`src/hdl/tfp_pkg.sv`:
```
`timescale 1ns / 1ps
`default_nettype none

package tfp_pkg;

  localparam logic [7:0]  HdrA     = 8'h55;
  localparam logic [7:0]  HdrB     = 8'hAA;
  localparam logic [15:0] CrcInit  = 16'hFFFF;
  localparam logic [15:0] CrcPoly  = 16'h1021;
  localparam logic [7:0]  FaultBit = 8'h01;
  localparam int unsigned CrcSpan  = 11;
  localparam int unsigned FrameLen = 15;

  localparam int unsigned PosW     = 4;
  localparam int unsigned CfgIdxW  = 8;

  // frame positions
  localparam logic [PosW-1:0] PosHunt   = 4'd0;
  localparam logic [PosW-1:0] PosHeadA  = 4'd1;
  localparam logic [PosW-1:0] PosVer    = 4'd2;
  localparam logic [PosW-1:0] PosType   = 4'd3;
  localparam logic [PosW-1:0] PosSeqLo  = 4'd4;
  localparam logic [PosW-1:0] PosSeqHi  = 4'd5;
  localparam logic [PosW-1:0] PosLen    = 4'd6;
  localparam logic [PosW-1:0] PosRpmLo  = 4'd7;
  localparam logic [PosW-1:0] PosRpmHi  = 4'd8;
  localparam logic [PosW-1:0] PosTmpLo  = 4'd9;
  localparam logic [PosW-1:0] PosTmpHi  = 4'd10;
  localparam logic [PosW-1:0] PosState  = 4'd11;
  localparam logic [PosW-1:0] PosFlags  = 4'd12;
  localparam logic [PosW-1:0] PosCrcEnd = PosW'(2 + CrcSpan);
  localparam logic [PosW-1:0] PosLast   = PosW'(FrameLen - 1);

  typedef enum logic [1:0] {
    StNone   = 2'd0,
    StOk     = 2'd1,
    StFormat = 2'd2,
    StCrc    = 2'd3
  } status_e;

  typedef enum logic [1:0] {
    RegVersion  = 2'd0,
    RegType     = 2'd1,
    RegLength   = 2'd2,
    RegMaxState = 2'd3
  } reg_idx_e;

  typedef struct packed {
    logic [7:0] expected_version;
    logic [7:0] expected_type;
    logic [7:0] expected_length;
    logic [7:0] max_state_code;
  } cfg_t;

  typedef struct packed {
    status_e            status;
    logic [15:0]        sequence_number;
    logic [15:0]        rpm;
    logic signed [15:0] temperature;
    logic [7:0]         vehicle_state;
    logic               fault_active;
  } res_t;

  // crc-16/ccitt-false, one byte msb first
  function automatic logic [15:0] crc_byte(input logic [15:0] crc, input logic [7:0] b);
    logic [15:0] c;
    c = crc ^ {b, 8'h00};
    for (int k = 0; k < 8; k++) begin
      if (c[15]) begin
        c = {c[14:0], 1'b0} ^ CrcPoly;
      end else begin
        c = {c[14:0], 1'b0};
      end
    end
    return c;
  endfunction

endpackage

`default_nettype wire

```
`src/hdl/tfp_if.sv`:
```
`timescale 1ns / 1ps
`default_nettype none

interface tfp_byte_if;
  logic       valid;
  logic       ready;
  logic [7:0] rx_byte;
  modport source (output valid, output rx_byte, input ready);
  modport sink (input valid, input rx_byte, output ready);
endinterface

interface tfp_res_if;
  logic               valid;
  logic               ready;
  logic [1:0]         status;
  logic [15:0]        sequence_number;
  logic [15:0]        rpm;
  logic signed [15:0] temperature;
  logic [7:0]         vehicle_state;
  logic               fault_active;
  modport source (output valid, output status, output sequence_number, output rpm,
                  output temperature, output vehicle_state, output fault_active,
                  input ready);
  modport sink (input valid, input status, input sequence_number, input rpm,
                input temperature, input vehicle_state, input fault_active,
                output ready);
endinterface

interface tfp_cfg_if;
  logic       valid;
  logic       ready;
  logic [7:0] index;
  logic [7:0] data;
  modport source (output valid, output index, output data, input ready);
  modport sink (input valid, input index, input data, output ready);
endinterface

`default_nettype wire

```
`src/hdl/tfp_cfg_regs.sv`:
```
`timescale 1ns / 1ps
`default_nettype none

module tfp_cfg_regs
  import tfp_pkg::*;
(
  input  wire logic               clk_i,
  input  wire logic               rst_ni,
  input  wire logic               wr_en_i,
  input  wire logic [CfgIdxW-1:0] wr_idx_i,
  input  wire logic [7:0]         wr_data_i,
  output      cfg_t               cfg_o
);

  cfg_t cfg_q, cfg_d;

  always_comb begin
    cfg_d = cfg_q;
    if (wr_en_i) begin
      case (wr_idx_i)
        CfgIdxW'(RegVersion):  cfg_d.expected_version = wr_data_i;
        CfgIdxW'(RegType):     cfg_d.expected_type    = wr_data_i;
        CfgIdxW'(RegLength):   cfg_d.expected_length  = wr_data_i;
        CfgIdxW'(RegMaxState): cfg_d.max_state_code   = wr_data_i;
        default: ;
      endcase
    end
  end

  always_ff @(posedge clk_i or negedge rst_ni) begin
    if (!rst_ni) begin
      cfg_q.expected_version <= 8'd1;
      cfg_q.expected_type    <= 8'd1;
      cfg_q.expected_length  <= 8'd6;
      cfg_q.max_state_code   <= 8'd3;
    end else begin
      cfg_q <= cfg_d;
    end
  end

  assign cfg_o = cfg_q;

endmodule

`default_nettype wire

```
`src/hdl/tfp_parser.sv`:
```
`timescale 1ns / 1ps
`default_nettype none

module tfp_parser
  import tfp_pkg::*;
(
  input  wire logic       clk_i,
  input  wire logic       rst_ni,
  input  wire logic       accept_i,
  input  wire logic [7:0] rx_byte_i,
  input  wire cfg_t       cfg_i,
  output      res_t       res_o
);

  logic [PosW-1:0] pos_q, pos_d;
  logic [15:0]     crc_q, crc_d;
  logic [7:0]      bytes_q [PosVer:PosCrcEnd];
  logic            fmt_err;
  logic [15:0]     rx_crc;

  assign rx_crc  = {rx_byte_i, bytes_q[PosCrcEnd]};
  assign fmt_err = (bytes_q[PosVer] != cfg_i.expected_version) ||
                   (bytes_q[PosType] != cfg_i.expected_type) ||
                   (bytes_q[PosLen] != cfg_i.expected_length) ||
                   (bytes_q[PosState] > cfg_i.max_state_code);

  always_comb begin
    pos_d = pos_q;
    crc_d = crc_q;
    res_o = '0;
    res_o.status = StNone;
    if (accept_i) begin
      if (pos_q == PosHunt) begin
        if (rx_byte_i == HdrA) begin
          pos_d = PosHeadA;
        end
      end else if (pos_q == PosHeadA) begin
        if (rx_byte_i == HdrB) begin
          pos_d = PosVer;
          crc_d = CrcInit;
        end else if (rx_byte_i != HdrA) begin
          pos_d = PosHunt;
        end
      end else if (pos_q < PosLast) begin
        if (pos_q < PosCrcEnd) begin
          crc_d = crc_byte(crc_q, rx_byte_i);
        end
        pos_d = pos_q + PosW'(1);
      end else begin
        pos_d = PosHunt;
        if (fmt_err) begin
          res_o.status = StFormat;
        end else if (rx_crc != crc_q) begin
          res_o.status = StCrc;
        end else begin
          res_o.status          = StOk;
          res_o.sequence_number = {bytes_q[PosSeqHi], bytes_q[PosSeqLo]};
          res_o.rpm             = {bytes_q[PosRpmHi], bytes_q[PosRpmLo]};
          res_o.temperature     = {bytes_q[PosTmpHi], bytes_q[PosTmpLo]};
          res_o.vehicle_state   = bytes_q[PosState];
          res_o.fault_active    = |(bytes_q[PosFlags] & FaultBit);
        end
      end
    end
  end

  always_ff @(posedge clk_i or negedge rst_ni) begin
    if (!rst_ni) begin
      pos_q <= PosHunt;
      crc_q <= CrcInit;
    end else begin
      pos_q <= pos_d;
      crc_q <= crc_d;
    end
  end

  // frame byte store: bytes 2..13, the payload and the low crc byte
  always_ff @(posedge clk_i) begin
    if (accept_i && (pos_q >= PosVer) && (pos_q <= PosCrcEnd)) begin
      bytes_q[pos_q] <= rx_byte_i;
    end
  end

endmodule

`default_nettype wire

```
`src/hdl/tfp_out_buf.sv`:
```
`timescale 1ns / 1ps
`default_nettype none

module tfp_out_buf
  import tfp_pkg::*;
(
  input  wire logic clk_i,
  input  wire logic rst_ni,
  input  wire logic in_valid_i,
  output      logic in_ready_o,
  input  wire res_t in_data_i,
  output      logic out_valid_o,
  input  wire logic out_ready_i,
  output      res_t out_data_o
);

  logic out_valid_q, out_valid_d;
  logic skid_valid_q, skid_valid_d;
  res_t out_q, out_d;
  res_t skid_q, skid_d;
  logic in_acc;
  logic out_load;

  assign in_ready_o = !skid_valid_q;
  assign in_acc     = in_valid_i && !skid_valid_q;
  assign out_load   = !out_valid_q || out_ready_i;

  always_comb begin
    out_valid_d  = out_valid_q;
    skid_valid_d = skid_valid_q;
    out_d        = out_q;
    skid_d       = skid_q;
    if (out_load) begin
      if (skid_valid_q) begin
        out_valid_d  = 1'b1;
        out_d        = skid_q;
        skid_valid_d = 1'b0;
      end else begin
        out_valid_d = in_acc;
        out_d       = in_data_i;
      end
    end else if (in_acc) begin
      skid_valid_d = 1'b1;
      skid_d       = in_data_i;
    end
  end

  always_ff @(posedge clk_i or negedge rst_ni) begin
    if (!rst_ni) begin
      out_valid_q  <= 1'b0;
      skid_valid_q <= 1'b0;
    end else begin
      out_valid_q  <= out_valid_d;
      skid_valid_q <= skid_valid_d;
    end
  end

  always_ff @(posedge clk_i) begin
    out_q  <= out_d;
    skid_q <= skid_d;
  end

  assign out_valid_o = out_valid_q;
  assign out_data_o  = out_q;

endmodule

`default_nettype wire

```
`src/hdl/telemetry_frame_parser_crc16.sv`:
```
`timescale 1ns / 1ps
`default_nettype none

// Framed telemetry parser: every accepted byte gives exactly one result, one byte per clock
// sustained while the output buffer has room. The header 0x55 0xAA is hunted, the remaining
// 13 bytes are collected while a CRC-16/CCITT-FALSE over bytes 2..12 is updated one full
// byte per accepted byte, and the last byte yields status (format error before crc error)
// and, if ok, the decoded fields; every other byte yields status none with zero fields. The
// result is registered in the two-entry output buffer (output and skid register), which keeps
// the input flowing until both are full. Configuration writes are taken every cycle.

module telemetry_frame_parser_crc16
  import tfp_pkg::*;
(
  input wire logic clk_i,
  input wire logic rst_ni,
  tfp_byte_if.sink   rx_i,
  tfp_res_if.source  res_o,
  tfp_cfg_if.sink    cfg_i
);

  cfg_t cfg;
  res_t res_new;
  res_t res_out;
  logic in_ready;
  logic accept;

  assign accept      = rx_i.valid && in_ready;
  assign rx_i.ready  = in_ready;
  assign cfg_i.ready = 1'b1;

  tfp_cfg_regs u_cfg (
    .clk_i     (clk_i),
    .rst_ni    (rst_ni),
    .wr_en_i   (cfg_i.valid),
    .wr_idx_i  (cfg_i.index),
    .wr_data_i (cfg_i.data),
    .cfg_o     (cfg)
  );

  tfp_parser u_parser (
    .clk_i     (clk_i),
    .rst_ni    (rst_ni),
    .accept_i  (accept),
    .rx_byte_i (rx_i.rx_byte),
    .cfg_i     (cfg),
    .res_o     (res_new)
  );

  tfp_out_buf u_out (
    .clk_i       (clk_i),
    .rst_ni      (rst_ni),
    .in_valid_i  (rx_i.valid),
    .in_ready_o  (in_ready),
    .in_data_i   (res_new),
    .out_valid_o (res_o.valid),
    .out_ready_i (res_o.ready),
    .out_data_o  (res_out)
  );

  assign res_o.status          = res_out.status;
  assign res_o.sequence_number = res_out.sequence_number;
  assign res_o.rpm             = res_out.rpm;
  assign res_o.temperature     = res_out.temperature;
  assign res_o.vehicle_state   = res_out.vehicle_state;
  assign res_o.fault_active    = res_out.fault_active;

endmodule

`default_nettype wire

```
`src/flat_wrapper.sv`:
```
// flat-port wrapper written by rule: the top's interface ports become plain ports
module telemetry_frame_parser_crc16_flat import tfp_pkg::*;
  (clk_i, rst_ni, rx_i_valid, rx_i_rx_byte, rx_i_ready, res_o_valid, res_o_status, res_o_sequence_number, res_o_rpm, res_o_temperature, res_o_vehicle_state, res_o_fault_active, res_o_ready, cfg_i_valid, cfg_i_index, cfg_i_data, cfg_i_ready);
  tfp_byte_if rx_i_i ();
  tfp_res_if res_o_i ();
  tfp_cfg_if cfg_i_i ();
  input wire logic clk_i;
  input wire logic rst_ni;
  input wire logic [$bits(rx_i_i.valid)-1:0] rx_i_valid;
  input wire logic [$bits(rx_i_i.rx_byte)-1:0] rx_i_rx_byte;
  output wire logic [$bits(rx_i_i.ready)-1:0] rx_i_ready;
  output wire logic [$bits(res_o_i.valid)-1:0] res_o_valid;
  output wire logic [$bits(res_o_i.status)-1:0] res_o_status;
  output wire logic [$bits(res_o_i.sequence_number)-1:0] res_o_sequence_number;
  output wire logic [$bits(res_o_i.rpm)-1:0] res_o_rpm;
  output wire logic [$bits(res_o_i.temperature)-1:0] res_o_temperature;
  output wire logic [$bits(res_o_i.vehicle_state)-1:0] res_o_vehicle_state;
  output wire logic [$bits(res_o_i.fault_active)-1:0] res_o_fault_active;
  input wire logic [$bits(res_o_i.ready)-1:0] res_o_ready;
  input wire logic [$bits(cfg_i_i.valid)-1:0] cfg_i_valid;
  input wire logic [$bits(cfg_i_i.index)-1:0] cfg_i_index;
  input wire logic [$bits(cfg_i_i.data)-1:0] cfg_i_data;
  output wire logic [$bits(cfg_i_i.ready)-1:0] cfg_i_ready;
  assign rx_i_i.valid = rx_i_valid;
  assign rx_i_i.rx_byte = rx_i_rx_byte;
  assign rx_i_ready = rx_i_i.ready;
  assign res_o_valid = res_o_i.valid;
  assign res_o_status = res_o_i.status;
  assign res_o_sequence_number = res_o_i.sequence_number;
  assign res_o_rpm = res_o_i.rpm;
  assign res_o_temperature = res_o_i.temperature;
  assign res_o_vehicle_state = res_o_i.vehicle_state;
  assign res_o_fault_active = res_o_i.fault_active;
  assign res_o_i.ready = res_o_ready;
  assign cfg_i_i.valid = cfg_i_valid;
  assign cfg_i_i.index = cfg_i_index;
  assign cfg_i_i.data = cfg_i_data;
  assign cfg_i_ready = cfg_i_i.ready;
  telemetry_frame_parser_crc16 u_core (.clk_i(clk_i), .rst_ni(rst_ni), .rx_i(rx_i_i), .res_o(res_o_i), .cfg_i(cfg_i_i));
endmodule
```
`config.mk`:
```
export PLATFORM = sky130hd
export DESIGN_NAME = telemetry_frame_parser_crc16_flat
export DESIGN_NICKNAME = d
export VERILOG_FILES = /design/src/hdl/tfp_pkg.sv /design/src/hdl/tfp_if.sv /design/src/hdl/tfp_cfg_regs.sv /design/src/hdl/tfp_parser.sv /design/src/hdl/tfp_out_buf.sv /design/src/hdl/telemetry_frame_parser_crc16.sv /design/src/flat_wrapper.sv
export SDC_FILE = /design/constraint.sdc
export NUM_CORES = 1
export LEC_CHECK = 0
export ABC_AREA = 1
export BUFFER_PORTS_ARGS = -buffer_cell sky130_fd_sc_hd__buf_2
export CAP_MARGIN = 40
export CORE_ASPECT_RATIO = 2
export CORE_MARGIN = 3
export CORE_UTILIZATION = 50
export CTS_CLUSTER_SIZE = 12
export DETAILED_ROUTE_END_ITERATION = 7
export PLACE_DENSITY = 0.68
export SYNTH_ARGS = -nofsm -noshare
export SYNTH_HDL_FRONTEND = slang
export SYNTH_SLANG_ARGS = --single-unit
```
`constraint.sdc`:
```
create_clock -name clk_i -period 10.4 [get_ports clk_i]
set_input_delay 2.08 -clock clk_i [delete_from_list [all_inputs] [get_ports clk_i]]
set_output_delay 2.08 -clock clk_i [all_outputs]
set_load 0.02 [all_outputs]
```
Yosys cells after proc, flatten, opt, wreduce, memory -nomap -nowiden
Memories as Yosys holds them, arrays and structs flattened.
Cells that the tools add are included.
{ "op_classes": {"mux": 67, "n_bitwise": 11, "eq_ne": 14, "n_reduce_logical": 21, "magnitude_cmp": 5, "n_addsub": 1} }
{ "ops": {"columns": ["op", "n"], "rows": [
  ["16-bit 2-to-1 mux", 39],
  ["59-bit 2-to-1 mux", 5],
  ["57-bit 2-to-1 mux", 2],
  ["13-bit 2-to-1 mux", 8],
  ["4-bit 2-to-1 mux", 6],
  ["8-bit inequality test", 3],
  ["3-bit NOT", 8],
  ["8-bit by 2-bit == test with 1-bit output (second input constant)", 2],
  ["16-bit inequality test", 1],
  ["16-bit XOR", 1],
  ["2-bit AND reduction", 5],
  ["8-bit by 1-bit == test with 1-bit output (second input constant)", 1],
  ["8-bit by 7-bit == test with 1-bit output (second input constant)", 1],
  ["8-bit == test (second input constant)", 1],
  ["8-bit > comparator", 1],
  ["8-bit zero test", 1],
  ["4-bit < comparator (second input constant)", 2],
  ["8-bit by 7-bit inequality test with 1-bit output (second input constant)", 1],
  ["2-bit nonzero test", 3],
  ["1-bit 2-to-1 mux", 5],
  ["5-bit AND reduction", 1],
  ["4-bit by 1-bit adder with 4-bit output (second input constant)", 1],
  ["4-bit by 1-bit == test with 1-bit output (second input constant)", 1],
  ["4-bit by 2-bit >= comparator with 1-bit output (second input constant)", 1],
  ["10 further kinds", 19]
]} }
{ "word_totals": {"ff_bits": 172, "in_bits": 29, "elab_cells": 140, "n_memories": 1, "ramBits": 96} }
{ "mem_list": {"columns": ["memory", "words", "width", "rd", "rd_clocked_by_memory_dff", "write_ports", "line", "rtl"], "rows": [
  ["u_core.u_parser.bytes_q", 12, 8, 12, 0, 1, "tfp_parser.sv:17", "logic [7:0] bytes_q [PosVer:PosCrcEnd];"]
]} }

Logic depth before layout (Yosys ltp)
{ "depth": {"ltp_word": 55, "mapped_depth": 13, "ltp_nobuf": 12} }

Hierarchy
A second synthesis with hierarchy kept.
{ "hier_totals": {"hier_cells": 1035, "area_unflattened_um2": 11259.5} }
{ "by_module_without_submodules": {"columns": ["mod", "cells_per_inst", "n_inst", "seq_area_each_um2", "area_each_um2"], "rows": [
  ["tfp_parser", 558, 1, 3193.1, 5435.2],
  ["tfp_out_buf", 318, 1, 3593.4, 4423.0],
  ["tfp_cfg_regs", 155, 1, 808.3, 1382.6],
  ["telemetry_frame_parser_crc16", 4, 1, 0.0, 18.8]
]} }

Worst setup path before layout
OpenSTA, ideal clock, no wires.
{ "synth_timing": {"path_type": "input port to flip-flop", "start": "input res_o_ready", "end": "register u_core.u_out.skid_q[0] in the netlist's numbering (enable)", "arrival_ps": 6110, "slack_ps": 3814, "n_path_buf": 0, "stages": 3, "setup_time_ps": 476, "path_cell_list": "inv_1 -> nand2_1 -> nor2_1"} }
{ "synth_between": {"elab_chain_cells": 3} }
{ "synth_lines": {"columns": ["item", "line", "rtl"], "rows": [
  ["start: declaration", "flat_wrapper.sv:19", "input wire logic [$bits(res_o_i.ready)-1:0] res_o_ready;"],
  ["1-bit logical OR", "tfp_out_buf.sv:26", "assign out_load = !out_valid_q || out_ready_i;"],
  ["1-bit NOT (no line)", null, null],
  ["2-bit AND reduction (no line)", null, null],
  ["end signal: assignment", "tfp_out_buf.sv:60", "skid_q <= skid_d;"],
  ["end: declaration", "tfp_out_buf.sv:20", "res_t skid_q, skid_d;"]
]} }
No other way between the ends.
A chain may end at the register's enable or synchronous reset.

Worst setup path in the final report
{ "layout_timing": {"start": "input rx_i_rx_byte[7]", "end": "register u_core.u_out.out_q (netlist bit u_core.u_out.out_data_o[3]), data pin"} }
{ "layout_between": {"elab_chain_cells": 8} }
{ "layout_lines": {"columns": ["item", "line", "rtl"], "rows": [
  ["start: declaration", "flat_wrapper.sv:10", "input wire logic [$bits(rx_i_i.rx_byte)-1:0] rx_i_rx_byte;"],
  ["16-bit inequality test", "tfp_parser.sv:53", "end else if (rx_crc != crc_q) begin"],
  ["57-bit 2-to-1 mux", "tfp_parser.sv:53", null],
  ["57-bit 2-to-1 mux", "tfp_parser.sv:51", "if (fmt_err) begin"],
  ["59-bit 2-to-1 mux", "tfp_parser.sv:44", "end else if (pos_q < PosLast) begin"],
  ["59-bit 2-to-1 mux", "tfp_parser.sv:37", "end else if (pos_q == PosHeadA) begin"],
  ["59-bit 2-to-1 mux", "tfp_parser.sv:33", "if (pos_q == PosHunt) begin"],
  ["59-bit 2-to-1 mux", "tfp_parser.sv:32", "if (accept_i) begin"],
  ["59-bit 2-to-1 mux", "tfp_out_buf.sv:34", "if (skid_valid_q) begin"],
  ["end signal: assignment", "tfp_out_buf.sv:59", "out_q <= out_d;"],
  ["end: declaration", "tfp_out_buf.sv:19", "res_t out_q, out_d;"]
]} }
No other way between the ends.

==> results.md <==
- Worst-Margin Slew: 0.840 ns
- Final nets: 1244
- Ports: 91
- Die width: 115 microns
- Status: completed
- CTS tree: built
- Final Hold Fails: 0
- Minimum clock period: 3.72 ns
- DR vias: 7323
- Cell variety after synth: 38
- GP Congestion: 0.869
- Avg WL per Cell: 15.1 microns
- Antenna violations before repair: 0
- Max Cap Violations: 0
- RSZ-0062 raised after global routing: no
- Max-slew violations: 0
- Achievable clock frequency: 0.269 GHz
- Quantity of gates resized following cts: 0
- Clock Latency Late Sink: 0.53 ns
- Most common cell after layout, fill and taps aside: nand2_1
- Placement-stage cell area: 0.0125 sq mm
- Detail Route Antenna Nets: 0
- Area of the core: 0.0229 sq mm
- Drt pass-1 iters: 5
- Number of synthesized register bits: 261
- Max IR drop VDD: 0.152 mV
- Vias in the first global route: 7454
- Net Switching: 0.707 mW
- Final Worst Setup Slack: 6.68 ns
- Post-CTS Setup Bufs: 0
- # hold bufs at CTS: 0
- Register area share after synthesis: 64.5%
- EDFF count, synth: 207
- Setup-failing EPs final: 0
- Rows: 78
- Most frequent cells in the layout: 261 x nand2_1, 207 x edfxtp_1, 205 x inv_1
- Flop pwr share: 50.7%
- CP max FO: 37
- Place WS: 6.08 ns
- WP data arrival: 4.00 ns
- CP Class: in2reg
- Design area: 0.0132 sq mm
- Pwr dens: 192 mW/mm^2
- Share of cells above drive strength 1: 19.5%
- Synthesized Nets: 1143
- Main flop type after synthesis: edfxtp_1
- Ant. Diodes: 0
- Largest net degree at the start of global routing: 63
- Drt total wl: 22700 microns
- Combinational share of power: 17.1%
- Post-Syn Area per Cell: 10.7 sq um
- Final Cycle Share: 35.8%
- Clock network fraction of total power: 32.2%
- Total CTS buffers: 25
- P&R area growth vs syn: 12.5%
- Synthesis Warnings: 0
- Rel. slew slack: 44.0%
- Root buffer cell: clkbuf_16
- Initial Utilization: 51.3%
- Die area: 0.0255 sq mm
- H-tree level count: 1
- DRC errors left: 0
- Startpoint Class: primary input
- Ys async rst share: 20.7%
- Max Root-Sink Buffers: 3
- GR Util All Layers: 18.3%
- Leakage power: 6.19 nW
- Die H: 223 microns
- DR iter-0 viols: 411
- Mapped Area: 0.0118 sq mm
- GRT overflow: 0
- Worst Path Required: 10.68 ns
- Total power: 2.54 mW
- Crit. End Element: register
- Final Core Density: 57.7%
- Setup TNS: 0 ns
- DP Wirelength: 15200 microns
- Worst Hold Class: reg2reg
- Post-Synthesis Cells: 1101
- Port bufs: 89
- Vias per cell: 4.88
- Clock sink total: 261
- Global-route wire length before repair: 36800 microns
- Clock skew: 0.0218 ns
- Switching share of power: 27.8%
- Internal Power: 1.84 mW
- Clock Pin Slew Worst Setup and Hold Paths: 0.06 ns
power by group through the flow:
stage	logic (mW)	clock network, mW	registers, mW
floorplan	0.298	0	1.32
global placement	0.429	0	1.31
detailed placement	0.438	0	1.31
CTS	0.440	0.838	1.29
global route	0.491	0.879	1.30
finish	0.435	0.819	1.29
through the flow:
stage / instances / hold slack, ns
after global routing: 1501 / 0.519
after floorplan: 1101 / 0.453
after global placement: 1452 / 0.468
after CTS: 1501 / 0.492
after detailed placement: 1455 / 0.477
final: 1501 / 0.486
per-layer routing:
| metal | vias to the layer above | part of all wire [%] | track usage (%) |
|---|---|---|---|
| met4 | 0 | 2.8 | 6.52 |
| met3 | 44 | 4.2 | 2.71 |
| li1 | 3676 | - | - |
| met5 | - | 0 | 0 |
| met1 | 3450 | 38 | 20.0 |
| met2 | 153 | 55 | 34.7 |
synthesized netlist by cell type, types with 2 or more instances:
| library cell | number | area, sq um |
|---|---|---|
| a21oi_1 | 12 | 60.1 |
| a22oi_1 | 2 | 15.0 |
| buf_12 | 3 | 60.1 |
| buf_2 | 13 | 65.1 |
| buf_4 | 4 | 30.0 |
| buf_6 | 3 | 33.8 |
| clkbuf_1 | 10 | 37.5 |
| clkinv_1 | 2 | 7.51 |
| dfrtp_1 | 32 | 801 |
| dfstp_2 | 22 | 578 |
| edfxtp_1 | 207 | 6220 |
| ha_1 | 13 | 163 |
| inv_1 | 205 | 769 |
| inv_2 | 5 | 18.8 |
| nand2_1 | 262 | 983 |
| nand2_2 | 4 | 25.0 |
| nand3_1 | 41 | 205 |
| nand3_2 | 30 | 300 |
| nand4_1 | 3 | 18.8 |
| nor2_1 | 91 | 342 |
| nor2_2 | 5 | 31.3 |
| nor2_4 | 30 | 338 |
| nor3_1 | 11 | 55.1 |
| nor4_1 | 2 | 12.5 |
| o21a_1 | 2 | 15.0 |
| o21ai_0 | 46 | 230 |
| xnor2_1 | 14 | 123 |
| xnor2_2 | 2 | 32.5 |
| xor2_1 | 16 | 140 |
kinds of logic (layout without fill, tap and decap cells):
kind of cell	after synthesis	count (layout)	synth area share, %
other cells	1	1	0.0318
simple gates	483	483	19.9
buf+inv	245	365	8.68
fa+ha+maj	13	13	1.38
xor+xnor	32	32	2.51
compound gates	66	66	3.03
flops	261	261	64.5
cell type report:
| cell class | count | area, sq um |
|---|---|---|
| repair buffers | 107 | 598 |
| flip-flops and latches | 261 | 7600 |
| multi-input cells | 595 | 3180 |
| fillers | 1899 | 9690 |
| inverters | 212 | 796 |
| clock inverters | 1 | 8.76 |
| well taps | 280 | 350 |
| clock buffers | 45 | 711 |
registers in the layout, indices dropped and copies added, names as in the netlist:
name and flops:
u_core.u_parser.pos_q 4, u_core.u_out.out_valid_o 1, u_core.u_cfg.cfg_o 32, u_core.u_parser.crc_q 16, u_core.u_out.skid_valid_q 1, u_core.u_out.out_data_o 59, u_core.u_parser.bytes_q 89, u_core.u_out.skid_q 59
critical path, cell delays in order:
cell     delay [ns]
buf_2          0.32
xor2_1         0.34
nor2_1         0.10
nand2_1        0.09
nor2_2         0.05
nand2_4        0.12
buf_4          0.26
buf_16         0.33
nor2_1         0.08
nand3_1        0.11
nand2_1        0.07
path summary, 6_finish.rpt:
check / to / from / slack [ns] / cells after the start
worst min register to register: u_core.u_cfg.cfg_o[5] / u_core.u_cfg.cfg_o[5] / 0.49 / 2
max in group asynchronous: u_core.u_out.skid_valid_q / rst_ni / 8.16 / 2
worst max-delay path: u_core.u_out.out_data_o[3] / rx_i_rx_byte[7] / 6.68 / 11
worst max register to register: u_core.u_out.out_data_o[22] / u_core.u_cfg.cfg_o[1] / 7.85 / 12
worst min-delay path: u_core.u_cfg.cfg_o[5] / u_core.u_cfg.cfg_o[5] / 0.49 / 2
min in group asynchronous: u_core.u_parser.pos_q[1] / rst_ni / 1.71 / 2
Power figures use the tool's default switching activity.
